File: src/clbw_pkg.sv
package clbw_pkg;

  localparam int unsigned CLBW_QUEUE_DEPTH = 2;

  localparam int unsigned BUS_W  = 8;
  localparam int unsigned HOLD_W = 11;
  localparam int unsigned STEP_W = 3;

  localparam logic [HOLD_W-1:0] HOLD_STROBE_US = 11'd1;
  localparam logic [HOLD_W-1:0] HOLD_AFTER_US  = 11'd100;
  localparam logic [HOLD_W-1:0] HOLD_SETTLE_US = 11'd50;
  localparam logic [HOLD_W-1:0] HOLD_LONG_US   = 11'd2000;

  localparam logic [BUS_W-1:0] CMD_CLEAR = 8'h01;
  localparam logic [BUS_W-1:0] CMD_HOME  = 8'h02;

  // Register indexes on the configuration port
  localparam logic REG_BUS_IS_8BIT  = 1'b0;
  localparam logic REG_RW_LINE_USED = 1'b1;

  typedef enum logic [1:0] {
    KIND_CMD    = 2'd0,
    KIND_DATA   = 2'd1,
    KIND_NIBBLE = 2'd2
  } kind_e;

  // One classified request, as the sequencer carries it out
  typedef struct packed {
    logic             rs;
    logic             rw;
    logic [BUS_W-1:0] bus_a;
    logic [BUS_W-1:0] bus_b;
    logic             two_strobes;
    logic             settle;
    logic             long_hold;
  } desc_t;

  // One pin-state word
  typedef struct packed {
    logic              reg_select;
    logic              rw_driven_low;
    logic [BUS_W-1:0]  data_bus;
    logic              enable_line;
    logic [HOLD_W-1:0] hold_us;
    logic              last;
  } out_word_t;

endpackage

File: src/clbw_front.sv
module clbw_front (
  input  logic                        push_i,
  input  logic [1:0]                  kind_i,
  input  logic [clbw_pkg::BUS_W-1:0]  value_i,
  input  logic                        bus_is_8bit_i,
  input  logic                        rw_line_used_i,
  input  logic                        q_full_i,
  output logic                        q_push_o,
  output clbw_pkg::desc_t             desc_o
);
  import clbw_pkg::*;

  logic known;

  always_comb begin
    known              = 1'b1;
    desc_o             = '0;
    desc_o.rw          = rw_line_used_i;
    unique case (kind_i)
      KIND_CMD, KIND_DATA: begin
        desc_o.rs     = (kind_i == KIND_DATA);
        desc_o.settle = 1'b1;
        desc_o.long_hold = (kind_i == KIND_CMD) &&
                           ((value_i == CMD_CLEAR) || (value_i == CMD_HOME));
        if (bus_is_8bit_i) begin
          desc_o.bus_a = value_i;
        end else begin
          desc_o.bus_a       = {value_i[7:4], 4'h0};
          desc_o.bus_b       = {value_i[3:0], 4'h0};
          desc_o.two_strobes = 1'b1;
        end
      end
      KIND_NIBBLE: begin
        desc_o.bus_a = {value_i[3:0], 4'h0};
      end
      default: begin
        // unused kind: accept and drop
        known = 1'b0;
      end
    endcase
  end

  assign q_push_o = push_i && !q_full_i && known;

endmodule

File: src/clbw_queue.sv
module clbw_queue #(
  parameter int unsigned Depth = clbw_pkg::CLBW_QUEUE_DEPTH
) (
  input  logic            clk_i,
  input  logic            rst_ni,
  input  logic            wr_en_i,
  input  clbw_pkg::desc_t wr_data_i,
  output logic            full_o,
  input  logic            rd_en_i,
  output clbw_pkg::desc_t rd_data_o,
  output logic            empty_o
);
  import clbw_pkg::*;

  localparam int unsigned PtrW = (Depth > 1) ? $clog2(Depth) : 1;
  localparam int unsigned CntW = $clog2(Depth + 1);
  localparam logic [PtrW-1:0] PtrLast = PtrW'(Depth - 1);

  desc_t           mem_q [Depth];
  logic [PtrW-1:0] wr_ptr_q, wr_ptr_d;
  logic [PtrW-1:0] rd_ptr_q, rd_ptr_d;
  logic [CntW-1:0] count_q, count_d;

  assign full_o    = (count_q == CntW'(Depth));
  assign empty_o   = (count_q == '0);
  assign rd_data_o = mem_q[rd_ptr_q];

  always_comb begin
    wr_ptr_d = wr_ptr_q;
    rd_ptr_d = rd_ptr_q;
    count_d  = count_q;
    if (wr_en_i) begin
      wr_ptr_d = (wr_ptr_q == PtrLast) ? '0 : wr_ptr_q + 1'b1;
    end
    if (rd_en_i) begin
      rd_ptr_d = (rd_ptr_q == PtrLast) ? '0 : rd_ptr_q + 1'b1;
    end
    if (wr_en_i && !rd_en_i) begin
      count_d = count_q + 1'b1;
    end else if (!wr_en_i && rd_en_i) begin
      count_d = count_q - 1'b1;
    end
  end

  always_ff @(posedge clk_i or negedge rst_ni) begin
    if (!rst_ni) begin
      wr_ptr_q <= '0;
      rd_ptr_q <= '0;
      count_q  <= '0;
    end else begin
      wr_ptr_q <= wr_ptr_d;
      rd_ptr_q <= rd_ptr_d;
      count_q  <= count_d;
    end
  end

  always_ff @(posedge clk_i) begin
    if (wr_en_i) begin
      mem_q[wr_ptr_q] <= wr_data_i;
    end
  end

endmodule

File: src/clbw_back.sv
module clbw_back (
  input  logic                clk_i,
  input  logic                rst_ni,
  input  logic                q_empty_i,
  input  clbw_pkg::desc_t     q_data_i,
  output logic                q_pop_o,
  input  logic                pop_i,
  output logic                out_valid_o,
  output clbw_pkg::out_word_t out_word_o,
  output logic                active_o
);
  import clbw_pkg::*;

  desc_t             desc_q, desc_d;
  logic              active_q, active_d;
  logic [STEP_W-1:0] step_q, step_d;
  logic              out_valid_q, out_valid_d;
  out_word_t         out_q, out_d;

  logic              slot_free;
  logic              emit;
  logic              is_last;
  logic              settle_ph;
  logic              second;
  logic [STEP_W-1:0] last_idx;
  logic [STEP_W-1:0] step_rel;
  logic [1:0]        phase;
  out_word_t         word;

  always_comb begin
    if (desc_q.two_strobes) begin
      last_idx = STEP_W'(6);
    end else if (desc_q.settle) begin
      last_idx = STEP_W'(3);
    end else begin
      last_idx = STEP_W'(2);
    end
    is_last   = (step_q == last_idx);
    settle_ph = is_last && desc_q.settle;
    second    = desc_q.two_strobes && (step_q >= STEP_W'(3));
    step_rel  = (step_q >= STEP_W'(3)) ? step_q - STEP_W'(3) : step_q;
    phase     = step_rel[1:0];

    word.reg_select    = desc_q.rs;
    word.rw_driven_low = desc_q.rw;
    word.data_bus      = second ? desc_q.bus_b : desc_q.bus_a;
    word.enable_line   = !settle_ph && (phase == 2'd1);
    word.last          = is_last;
    if (settle_ph) begin
      word.hold_us = desc_q.long_hold ? HOLD_LONG_US : HOLD_SETTLE_US;
    end else begin
      word.hold_us = (phase == 2'd2) ? HOLD_AFTER_US : HOLD_STROBE_US;
    end
  end

  assign slot_free = !out_valid_q || pop_i;
  assign emit      = active_q && slot_free;
  assign q_pop_o   = (!active_q || (emit && is_last)) && !q_empty_i;

  always_comb begin
    desc_d      = desc_q;
    active_d    = active_q;
    step_d      = step_q;
    out_valid_d = out_valid_q;
    out_d       = out_q;
    if (q_pop_o) begin
      desc_d   = q_data_i;
      active_d = 1'b1;
      step_d   = '0;
    end else if (emit) begin
      if (is_last) begin
        active_d = 1'b0;
      end else begin
        step_d = step_q + 1'b1;
      end
    end
    if (emit) begin
      out_d       = word;
      out_valid_d = 1'b1;
    end else if (pop_i) begin
      out_valid_d = 1'b0;
    end
  end

  always_ff @(posedge clk_i or negedge rst_ni) begin
    if (!rst_ni) begin
      active_q    <= 1'b0;
      step_q      <= '0;
      out_valid_q <= 1'b0;
    end else begin
      active_q    <= active_d;
      step_q      <= step_d;
      out_valid_q <= out_valid_d;
    end
  end

  always_ff @(posedge clk_i) begin
    desc_q <= desc_d;
    out_q  <= out_d;
  end

  assign out_valid_o = out_valid_q;
  assign out_word_o  = out_q;
  assign active_o    = active_q;

endmodule

File: src/char_lcd_bus_writer.sv
// Character-display bus writer: expands one write request into pin-state words.
// Input side is a queue: present kind_i/value_i with push; a request is taken
// on a clock edge with push high and full low. Kind 3 is taken and dropped.
// Result side is a queue too: while empty is low the oldest pin-state word sits
// on the result ports; pop takes it. Each word gives RS, RW, D7..D0, E and a
// hold time in microseconds; last marks the final word of a request.
// A request yields 3 words (raw nibble), 4 (8-bit write) or 7 (4-bit write).
// A request is queued, then loaded by the sequencer, which registers its words.
// Throughput: one word per cycle while pop takes each word, set by the single
// output register; a short descriptor queue lets new requests come in while
// earlier ones are still being expanded.
// When pop stays low the output word holds, the sequencer stalls, and once the
// queue fills, full rises and pushes are held off.
// Configuration: APB, byte address 0 = bus_is_8bit, 4 = rw_line_used; pready
// is tied high. Registers are sampled when a request is taken, so write them
// only while the block is idle.
// Reset clears both registers, empties the queue and drops any pending word.
module char_lcd_bus_writer #(
  parameter int unsigned QueueDepth = clbw_pkg::CLBW_QUEUE_DEPTH
) (
  input  logic                         clk_i,
  input  logic                         rst_ni,
  // request queue
  input  logic                         push,
  output logic                         full,
  input  logic [1:0]                   kind_i,
  input  logic [clbw_pkg::BUS_W-1:0]   value_i,
  // result queue
  output logic                         empty,
  input  logic                         pop,
  output logic                         reg_select_o,
  output logic                         rw_driven_low_o,
  output logic [clbw_pkg::BUS_W-1:0]   data_bus_o,
  output logic                         enable_line_o,
  output logic [clbw_pkg::HOLD_W-1:0]  hold_us_o,
  output logic                         last_o,
  // configuration
  input  logic                         psel,
  input  logic                         penable,
  input  logic                         pwrite,
  input  logic [2:0]                   paddr,
  input  logic [31:0]                  pwdata,
  output logic [31:0]                  prdata,
  output logic                         pready
);
  import clbw_pkg::*;

  logic      bus_is_8bit_q;
  logic      rw_line_used_q;
  logic      cfg_wr;
  logic      q_push;
  logic      q_full;
  logic      q_pop;
  logic      q_empty;
  desc_t     q_wdata;
  desc_t     q_rdata;
  logic      out_valid;
  out_word_t out_word;
  logic      back_active;

  // Configuration registers; only paddr[2] picks the register
  assign pready = 1'b1;
  assign cfg_wr = psel && penable && pwrite;

  always_ff @(posedge clk_i or negedge rst_ni) begin
    if (!rst_ni) begin
      bus_is_8bit_q  <= 1'b0;
      rw_line_used_q <= 1'b0;
    end else if (cfg_wr) begin
      unique case (paddr[2])
        REG_BUS_IS_8BIT:  bus_is_8bit_q  <= pwdata[0];
        REG_RW_LINE_USED: rw_line_used_q <= pwdata[0];
        default:          bus_is_8bit_q  <= bus_is_8bit_q;
      endcase
    end
  end

  always_comb begin
    unique case (paddr[2])
      REG_BUS_IS_8BIT:  prdata = {31'd0, bus_is_8bit_q};
      REG_RW_LINE_USED: prdata = {31'd0, rw_line_used_q};
      default:          prdata = '0;
    endcase
  end

  // Front: classify each request into a descriptor
  clbw_front u_front (
    .push_i         (push),
    .kind_i         (kind_i),
    .value_i        (value_i),
    .bus_is_8bit_i  (bus_is_8bit_q),
    .rw_line_used_i (rw_line_used_q),
    .q_full_i       (q_full),
    .q_push_o       (q_push),
    .desc_o         (q_wdata)
  );

  assign full = q_full;

  // Descriptor queue between front and back
  clbw_queue #(
    .Depth (QueueDepth)
  ) u_queue (
    .clk_i     (clk_i),
    .rst_ni    (rst_ni),
    .wr_en_i   (q_push),
    .wr_data_i (q_wdata),
    .full_o    (q_full),
    .rd_en_i   (q_pop),
    .rd_data_o (q_rdata),
    .empty_o   (q_empty)
  );

  // Back: step through the pin states, one word per cycle while pop takes them
  clbw_back u_back (
    .clk_i       (clk_i),
    .rst_ni      (rst_ni),
    .q_empty_i   (q_empty),
    .q_data_i    (q_rdata),
    .q_pop_o     (q_pop),
    .pop_i       (pop),
    .out_valid_o (out_valid),
    .out_word_o  (out_word),
    .active_o    (back_active)
  );

  assign empty           = !out_valid;
  assign reg_select_o    = out_word.reg_select;
  assign rw_driven_low_o = out_word.rw_driven_low;
  assign data_bus_o      = out_word.data_bus;
  assign enable_line_o   = out_word.enable_line;
  assign hold_us_o       = out_word.hold_us;
  assign last_o          = out_word.last;

`ifndef SYNTH
  // An idle sequencer picks up a waiting descriptor on the next edge
  assert property (@(posedge clk_i) disable iff (!rst_ni)
    (!back_active && !q_empty) |=> back_active)
    else $error("sequencer did not pick up a queued request");

  // The enable-high word never ends a request
  assert property (@(posedge clk_i) disable iff (!rst_ni)
    (!empty && enable_line_o) |-> !last_o)
    else $error("request ended with enable high");

  // After the enable-high word is taken, the falling-edge word follows at once
  assert property (@(posedge clk_i) disable iff (!rst_ni)
    (!empty && pop && enable_line_o) |=>
      (!empty && !enable_line_o && (hold_us_o == HOLD_AFTER_US)))
    else $error("enable strobe not followed by its low hold word");
`endif

endmodule
File: config.mk
export PLATFORM = sky130hd
export DESIGN_NAME = char_lcd_bus_writer
export DESIGN_NICKNAME = d
export VERILOG_FILES = /design/src/clbw_pkg.sv /design/src/clbw_front.sv /design/src/clbw_queue.sv /design/src/clbw_back.sv /design/src/char_lcd_bus_writer.sv
export SDC_FILE = /design/constraint.sdc
export NUM_CORES = 1
export LEC_CHECK = 0
export BUFFER_PORTS_ARGS = -buffer_cell sky130_fd_sc_hd__buf_2
export CORE_MARGIN = 2
export CORE_UTILIZATION = 41
export DETAILED_ROUTE_END_ITERATION = 10
export PLACE_DENSITY = 0.71
export SYNTH_ARGS = -nofsm -noshare
export SYNTH_HDL_FRONTEND = slang
export SYNTH_SLANG_ARGS = --single-unit
export TNS_END_PERCENT = 50
File: constraint.sdc
create_clock -name clk_i -period 2.8 [get_ports clk_i]
set_input_delay 0.42 -clock clk_i [delete_from_list [all_inputs] [get_ports clk_i]]
set_output_delay 0.42 -clock clk_i [all_outputs]
set_load 0.02 [all_outputs]
---- Word level (Yosys, flattened, before mapping) ----
Memories as Yosys holds them, arrays and structs flattened. A register that Yosys moved wholly into a read port is not among the register bits.
Cells that the tools add are included.
word-level totals
  bits in registers ....................... 34
  memory bits (writable) .................. 42
  bits of input ports ..................... 52
  output and inout bits ................... 58
  logic and storage cells ................. 95
  memories ................................ 1
memory list
  memory         words  width  read ports  clocked after memory_dff  wr ports  RTL line          RTL
  u_queue.mem_q  2      21     1           1                         1         clbw_queue.sv:19  desc_t mem_q [Depth];
operators by class
  add/subtract/negate cells ............... 6
  order comparisons ....................... 1
  equality and inequality tests ........... 9
  mux-type cells .......................... 28
  bitwise logic cells ..................... 1
  reductions and logical operators ........ 35
operator list
  cell                                                  number
  case mux 32 bit (2 select lines)                      1
  2-to-1 mux 11 bit                                     3
  case mux 8 bit (2 select lines)                       1
  logical AND 1 bit                                     13
  2-to-1 mux 1 bit                                      12
  2-to-1 mux 3 bit                                      4
  2-to-1 mux 9 bit                                      1
  == test 8 x 1 -> 1 bit (second input constant)        1
  == test 8 x 2 -> 1 bit (second input constant)        1
  2-to-1 mux 8 bit                                      1
  AND reduction 2 bit                                   4
  nonzero test 2 bit                                    4
  logical NOT 1 bit                                     7
  2-to-1 mux 7 bit                                      1
  == test 2 bit (second input constant)                 3
  2-to-1 mux 2 bit                                      3
  == test 2 x 1 -> 1 bit (second input constant)        2
  logical NOT 2 bit                                     2
  2-to-1 mux 4 bit                                      1
  adder 3 x 1 -> 3 bit (second input constant)          1
  == test 3 bit                                         1
  >= comparator 3 x 2 -> 1 bit (second input constant)  1
  logical OR 1 bit                                      3
  OR reduction 3 bit                                    1
  other kinds (7)                                       8

---- Depth between registers and ports, before layout ----
Gate-level depths: netlist (run 1).
  word-level depth ........................ 9
  mapped depth ............................ 9
  mapped depth without buffers ............ 8

---- By module ----
A second synthesis (run 1) with hierarchy kept.
second synthesis, totals
  cell total of the unflattened synthesis .. 261
  area, all modules ....................... 4025.1 sq um
by module, submodules not included
  module               instances  cells an instance  area each (sq um)  sequential area each (sq um)
  clbw_back            1          109                1775.5             1326.3
  clbw_queue           1          81                 1706.6             1361.3
  char_lcd_bus_writer  1          42                 350.3              50.0
  clbw_front           1          29                 192.7              0.0

---- Worst setup path before layout (run 1) ----
Ideal clock, no wire load.
  path kind ............................... reg-to-reg
  start ................................... register, netlist name u_back.desc_q[2]
  end ..................................... register u_queue.count_q[1]
  arrival ................................. 2099 ps
  setup slack ............................. 622 ps
  stages on the path, launching flop included .. 9
  cells stage by stage .................... edfxtp_1 -> nor4bb_4 -> o31ai_4 -> o22ai_4 -> inv_1 -> ha_1 -> xor2_1 -> nor2_1 -> xor2_1
between the ends
  word-level cells in the longest chain between the ends .. 8
RTL lines
  item                                                           RTL line                   RTL
  2-to-1 mux 3 bit *                                             clbw_back.sv:31            if (desc_q.two_strobes) begin
  == test 3 bit *                                                clbw_back.sv:38            is_last = (step_q == last_idx);
  logical AND 1 bit *                                            clbw_back.sv:58            assign q_pop_o = (!active_q || (emit && is_last)) && !q_empty_i;
  logical OR 1 bit *                                             clbw_back.sv:58
  logical AND 1 bit *                                            clbw_back.sv:58
  named net q_pop                                                char_lcd_bus_writer.sv:53  logic q_pop;
  logical NOT 1 bit                                              clbw_queue.sv:38           if (wr_en_i && !rd_en_i) begin
  logical AND 1 bit                                              clbw_queue.sv:38
  2-to-1 mux 2 bit / nonzero test 2 bit (equally long branches)  n/a
  end signal: assignment                                         clbw_queue.sv:53           count_q <= count_d;
  end: declaration                                               clbw_queue.sv:22           logic [CntW-1:0] count_q, count_d;
The timed path passes the listed nets; every way through them passes the cells marked *.
A chain may end at the register's enable or synchronous reset.

==> metrics.md, run 1 <==
| Metric | Value |
|---|---|
| Outcome | finished, final reports clean |
| CP Cell Sequence | inv_1, ha_1, a211o_1, nand2_1, mux2_2 |
| Setup TNS | 0 ns |
| DP Wirelength | 3740 um |
| Crit Path Class | reg -> reg |
| Largest family of logic cells by synthesized area | buffers and inverters |
| Die area | 9720 sq um |
| Commonest non-fill, non-tap cell in the layout | edfxtp_1 |
| Crit share post-route | 0.759 |
| Via count | 1931 |
| Clock-pin slew on the worst setup and hold paths | 0.08 ns |
| I/O pins | 110 |
| # setup viols final | 0 |
| Prevailing post-synth register cell | edfxtp_1 |
| Critical Path Start | u_back.step_q[2] |
| M3 GR Usage | 0.0369 |
| Antenna Nets Post-Route | 0 |
| Longest Clk Path Bufs | 2 |
| Post-synthesis cell count | 251 |
| Synth Area in XOR/XNOR | 0.0143 |
| Clk sink count | 81 |
| Post-Synth Adder-Cell Area | 0.0102 |
| Global-route wire length before repair | 8690 um |
| GR met2 Demand/Resource | 0.190 |
| Initial Utilization | 0.421 |
| Register area share after synthesis | 0.648 |
| Die W | 98.6 um |
| I/O Buffers | 43 |
| Root Driver | clkbuf_8 |
| Hold wc startpoint | pwdata[0] |
| Residual DRC | 0 |
| Power per cell area | 976 nW/um^2 |
| Count of pins over their slew limit | 0 |
| CTS tree | yes |
| Pre-Repair DR Iteration Count | 4 |
| Proportion of layout cells with a drive suffix above 1 | 0.313 |
| Post-synthesis cell type count | 46 |
| CP delay by family, top | flip-flops |
| Setup Skew | 0.00805 ns |
| FMAX | 471 MHz |
| Final wirelength | 5270 um |
| Hold WS | 0.316 ns |
| Synthesis Warnings | 0 |
| Postcts setup bufs | 0 |
| Fraction of registers with async set/reset | 0.136 |
| Post-Syn Area per Cell | 14.6 sq um |
| Vias per cell | 4.69 |
| Largest net degree at the start of global routing | 19 |
| Peak supply drop | 0.373 mV |
| Number of global-route vias before repair | 1812 |
| RSZ-0062 raised after global routing | no |
| Relative slew slack | 0.461 |
| Post-place setup slack | 0.669 ns |
| Met1 Track Usage GR | 0.141 |
| Count of final hold-check violations | 0 |
| GRT overflow | 0 |
| GRT Util Overall | 0.118 |
| Avg WL per Cell | 12.8 um |
| Seq cells post-synth | 81 |
| Row cnt | 34 |
| Crit-path max FO | 15 |
| Mux cell area share after synthesis | 0.0764 |
| Hold WC Path Type | in -> reg |
| Slew @ Worst Pin | 0.808 ns |
| Initial DRC count | 82 |
| Worst R2R Start | u_back.step_q[2] |
| Area grow syn2layout | 11.1% |
| Simple-Gate Fraction of Synth Area | 0.0958 |
| Clock Latency Late Sink | 0.36 ns |
| P_leak | 1.66 nW |
| Num CTS Buffers | 9 |
| Crit path DAT | 2.24 ns |
| Post-Syn Area | 3670 sq um |
| Synth area leader | edfxtp_1 |
| # Max-Cap Violations | 0 |
| CP Data Required Time | 2.91 ns |
| Most frequent cells in the layout | edfxtp_1 (70), buf_2 (43), conb_1 (33) |
| Hold EP | rw_line_used_q |
| Max stage delay cell, worst path | dfrtp_1 |
| Most area-consuming cells after synthesis | edfxtp_1 (57%), buf_4 (7.8%), dfrtp_1 (7.5%), mux2_2 (7.4%), and2_1 (2.2%) |
| R2r setup slk | 0.67 ns |
| Worst r2r dst | u_back.out_word_o[18] |
| Period minus WS final | 2.13 ns |
| Final estimated routing congestion in global placement | 0.763 |
| Worst path max stage delay | 0.70 ns |
| PnR worst setup slack | 0.675 ns |
| CP Buf/Inv Count | 1 |
| R2R depth | 5 |
| Total core area | 8720 sq um |
| Critical Path Source Type | flip-flop |
| H-tree level count | 3 |
| CP Capture Type | flip-flop |
| Die height | 98.6 um |
| Post-synth top area share | 0.573 |
| EDFF count, synth | 70 |
| Complex-gate fraction of the synthesized area | 0.0563 |
| Antenna violations before repair | 0 |
| ANT cells | 0 |
| WHS Path Cells | 2 |
| Final layout net count | 354 |
| Grt peak-use layer | met2 |
## worst reg2reg max path: stages (launching register included)
cell	delay (ns)
dfrtp_1	0.70
inv_1	0.10
ha_1	0.26
a211o_1	0.23
nand2_1	0.22
mux2_2	0.38
## state kept, by name, indices dropped and copies added (netlist names)
register            cells
u_queue.wr_ptr_q        1
u_queue.count_q         2
bus_is_8bit_q           1
u_back.out_word_o      19
u_back.step_q           3
u_queue.rd_ptr_q        1
rw_line_used_q          1
u_back.out_valid_o      1
u_back.desc_q          17
u_back.active_o         1
u_queue.mem_q          34
## layer usage
metal,part of all wire,vias to the layer above,wire [um]
met5,0,-,0
met4,0.025,0,130
met3,0.048,10,251
met2,0.49,57,2590
met1,0.44,927,2300
li1,-,937,-
## per-stage QoR
stage / area (sq um) / utilization / power [mW] / std cells
after global routing: 4080 / 0.468 / 4.21 / 412
after floorplan: 3790 / - / 2.87 / 282
final: 4080 / 0.468 / 3.98 / 412
after CTS: 4080 / 0.468 / 4.02 / 412
after global placement: 3840 / 0.441 / 3.03 / 395
after detailed placement: 3840 / 0.441 / 3.08 / 395
## synthesized netlist by cell type (2+ instances only)
master,number
conb_1,2
buf_4,38
dfrtp_1,11
nand3_1,5
nor2_1,12
xor2_1,4
xnor2_1,2
nor2b_1,3
inv_1,10
nand2_1,9
mux2_2,24
ha_1,3
a22o_1,4
edfxtp_1,70
nor3_1,3
a211o_1,2
nand2b_1,2
or3_1,2
a21oi_1,3
and2_1,13
o21bai_1,2
nor4_1,2
o21ai_0,2
## report_power, final
group	internal [mW]	switching, mW	total, mW
clock network	0.511	0.431	0.942
logic	0.486	0.601	1.09
registers	1.71	0.242	1.95
total	2.70	1.28	3.98
## cell families (layout without fill, tap and decap cells)
family | Yosys count | count (layout)
AO/OA/AOI/OAI | 23 | 23
XOR/XNOR | 6 | 6
adder cells (fa/ha/maj) | 3 | 3
buffers and inverters | 52 | 74
flip-flops | 81 | 81
multiplexers | 25 | 25
other | 2 | 33
AND/OR/NAND/NOR | 59 | 59
## what timing repair did
action,in CTS,in global routing
gates resized for setup,0,0
endpoints found under the hold margin,11,0
hold buffers,1,0
## layout make-up
cell class                      count  area (sq um)
Clock buffer                        9           124
Clock inverter                      7           101
Fill cell                         759          4640
Inverter                           11          41.3
Multi-Input combinational cell    149          1050
Sequential cell                    81          2380
Tap cell                          108           135
Timing Repair Buffer               47           248
## how the worst max path moves through the flow
stage          depth (start not counted)  slack [ns]                     to
2_1_floorplan                          8        0.62     u_queue.count_q[1]
4_1_cts                                5        0.67  u_back.out_word_o[18]
3_5_place_dp                           5        0.67  u_back.out_word_o[18]
5_1_grt                                5        0.53  u_back.out_word_o[18]
6_report                               5        0.67  u_back.out_word_o[18]
3_3_place_gp                           5        0.70  u_back.out_word_o[19]
(Power assumes the default switching activity.)
==> run 2: changes to the inputs <==
--- a/config.mk
+++ b/config.mk
@@ -9,7 +9,7 @@
 export CORE_MARGIN = 2
 export CORE_UTILIZATION = 41
 export DETAILED_ROUTE_END_ITERATION = 10
-export PLACE_DENSITY = 0.71
+export PLACE_DENSITY = 0.73
 export SYNTH_ARGS = -nofsm -noshare
 export SYNTH_HDL_FRONTEND = slang
 export SYNTH_SLANG_ARGS = --single-unit
==> constraint.sdc (replaced) <==
create_clock -name clk_i -period 1.7 [get_ports clk_i]
set_input_delay 0.255 -clock clk_i [delete_from_list [all_inputs] [get_ports clk_i]]
set_output_delay 0.255 -clock clk_i [all_outputs]
set_load 0.02 [all_outputs]
==> metrics.md, run 2 (synthesis results as in run 1) <==
| Metric | Value |
|---|---|
| Outcome | finished with violations |
| Violated checks | setup timing |
| Count of final hold-check violations | 0 (unchanged) |
| CP Data Required Time | 1.97 ns (-0.94 ns) |
| H-tree level count | 3 (unchanged) |
| P_leak | 1.80 nW (+8.9%) |
| I/O Buffers | 43 (unchanged) |
| Crit path DAT | 2.11 ns (-0.13 ns) |
| Commonest non-fill, non-tap cell in the layout | edfxtp_1 |
| Antenna violations before repair | 0 (unchanged) |
| Via count | 2042 (+5.7%) |
| I/O pins | 110 (unchanged) |
| Crit share post-route | 1.08 (+0.321) |
| Most flops, register | u_queue.mem_q |
| Power per cell area | 1610 nW/um^2 (+65%) |
| Row cnt | 34 (unchanged) |
| GRT Util Overall | 0.127 (+0.00938) |
| Initial DRC count | 66 (-20%) |
| FMAX | 545 MHz (+16%) |
| Critical Path Source Type | flip-flop |
| Period minus WS final | 1.84 ns (-0.289 ns) |
| Pre-Repair DR Iteration Count | 5 (+1) |
| Global-route wire length before repair | 9450 um (+8.7%) |
| CP Capture Type | flip-flop |
| Hold WC Path Type | in -> reg |
| # Max-Cap Violations | 0 (unchanged) |
| Final non-filler cell total | 435 (+5.6%) |
| Setup Skew | 0.00544 ns (-0.00261 ns) |
| Final wirelength | 5860 um (+11%) |
| Die area | 9720 sq um (unchanged) |
| Residual DRC | 0 (unchanged) |
| Crit-path max FO | 3 (-12) |
| Number of flip-flops in the largest register | 34 (unchanged) |
| Hold WS | 0.170 ns (-0.146 ns) |
| Final layout net count | 377 (+6.5%) |
| Crit Path Class | reg -> reg |
| Final estimated routing congestion in global placement | 0.821 (+7.6%) |
| Clock-pin slew on the worst setup and hold paths | 0.08 ns (about the same) |
| Clock Latency Late Sink | 0.34 ns (-0.02 ns) |
| Longest Clk Path Bufs | 2 (unchanged) |
| Fill cells | 755 (-0.53%) |
| Initial Utilization | 0.421 (unchanged) |
| Number of global-route vias before repair | 1954 (+7.8%) |
| Die height | 98.6 um (unchanged) |
| Reg area | 2380 sq um (about the same) |
| Placed Cells | 413 (+4.6%) |
| Avg WL per Cell | 13.5 um (+5.3%) |
| Multi-input gate area | 1120 sq um (+6.7%) |
| Vias per cell | 4.69 (+0.16%) |
| PnR worst setup slack | -0.136 ns (-0.811 ns) |
| CTS tree | yes |
| Total core area | 8720 sq um (unchanged) |
| DP Wirelength | 4030 um (+7.9%) |
| Largest net degree at the start of global routing | 19 (unchanged) |
| Area grow syn2layout | 18.3% |
| Count of pins over their slew limit | 0 (unchanged) |
| # setup viols final | 22 (+22) |
| GRT overflow | 0 (unchanged) |
| Post-place setup slack | -0.197 ns (-0.866 ns) |
| Proportion of layout cells with a drive suffix above 1 | 0.391 (+0.0789) |
| Die W | 98.6 um (unchanged) |
| Root Driver | clkbuf_8 |
| Clk sink count | 81 (unchanged) |
| Num CTS Buffers | 9 (unchanged) |
| Peak supply drop | 0.774 mV (+110%) |
| Most frequent cells in the layout | edfxtp_1 (70), buf_2 (43), conb_1 (33) |
| ANT cells | 0 (unchanged) |
| Overall power | 7.01 mW (+76%) |
| Antenna Nets Post-Route | 0 (unchanged) |
| RSZ-0062 raised after global routing | yes |
## run 2: cell types whose count changed in the layout (fill, tap and decap cells not counted), moves of 2 or more
| cell | delta |
|---|---|
| buf_4 | +18 |
| and2_1 | -4 |
| and2_4 | +4 |
| mux2_2 | -4 |
| mux2_4 | +4 |
| buf_6 | +3 |
| clkinv_1 | +3 |
| ha_1 | -3 |
| buf_12 | +2 |
| ha_4 | +2 |
| nand2_1 | -2 |
## run 2: critical path, cell delays in order (launching register included)
cell	delay, ns
edfxtp_1	0.40
buf_6	0.15
nor4bb_4	0.36
o31ai_4	0.11
o22ai_4	0.13
inv_2	0.06
ha_4	0.15
xor2_1	0.13
nor2_1	0.11
xor2_1	0.16
## run 2: worst paths after layout
check,endpoint,cells past startpoint,slack (ns),from
worst max-delay path,u_queue.count_q[1],9,-0.14,u_back.desc_q[2]
worst min-delay path,rw_line_used_q,2,0.17,pwdata[0]
worst max register to register,u_queue.count_q[1],9,-0.14,u_back.desc_q[2]
worst min register to register,u_back.out_word_o[21],0,0.44,u_back.desc_q[19]
max in group asynchronous,u_back.step_q[2],2,1.14,rst_ni
min in group asynchronous,u_queue.rd_ptr_q,2,0.32,rst_ni
## run 2: through the flow
stage                util  setup TNS [ns]  area, sq um
CTS                 0.494           -1.64         4310
global placement    0.461           -1.03         4020
global route        0.498           -2.45         4340
detailed placement  0.461           -1.77         4020
finish              0.498          -0.835         4340
floorplan               -           -4.02         3800
## run 2: power breakdown
| part | switching (mW) | internal (mW) | leakage, nW |
|---|---|---|---|
| Clock | 0.657 | 0.812 | 0.106 |
| Combinational | 1.32 | 1.18 | 0.913 |
| Sequential | 0.221 | 2.82 | 0.786 |
| Total | 2.20 | 4.81 | 1.80 |
## run 2: cell type report
cell class | count | share of cell area
clock buffer | 9 | 0.0285
clock inverter | 7 | 0.0196
inverter | 11 | 0.00951
multi-input combinational | 149 | 0.258
sequential | 81 | 0.548
tap | 108 | 0.0311
timing repair buffer | 70 | 0.105
## run 2: layer usage
layer | wire, um | vias to the layer above | GRT usage
met1 | 2430 | 986 | 0.151
li1 | - | 983 | -
met5 | 0 | - | 0
met4 | 117 | 0 | 0.0674
met2 | 3030 | 66 | 0.206
met3 | 289 | 7 | 0.0411
## run 2: timing repair
item,in CTS,in global routing
pin swaps,6,3
setup endpoints to repair,28,35
hold buffers,1,0
gates resized for setup,10,8
endpoints found under the hold margin,11,0
buffers inserted,4,1
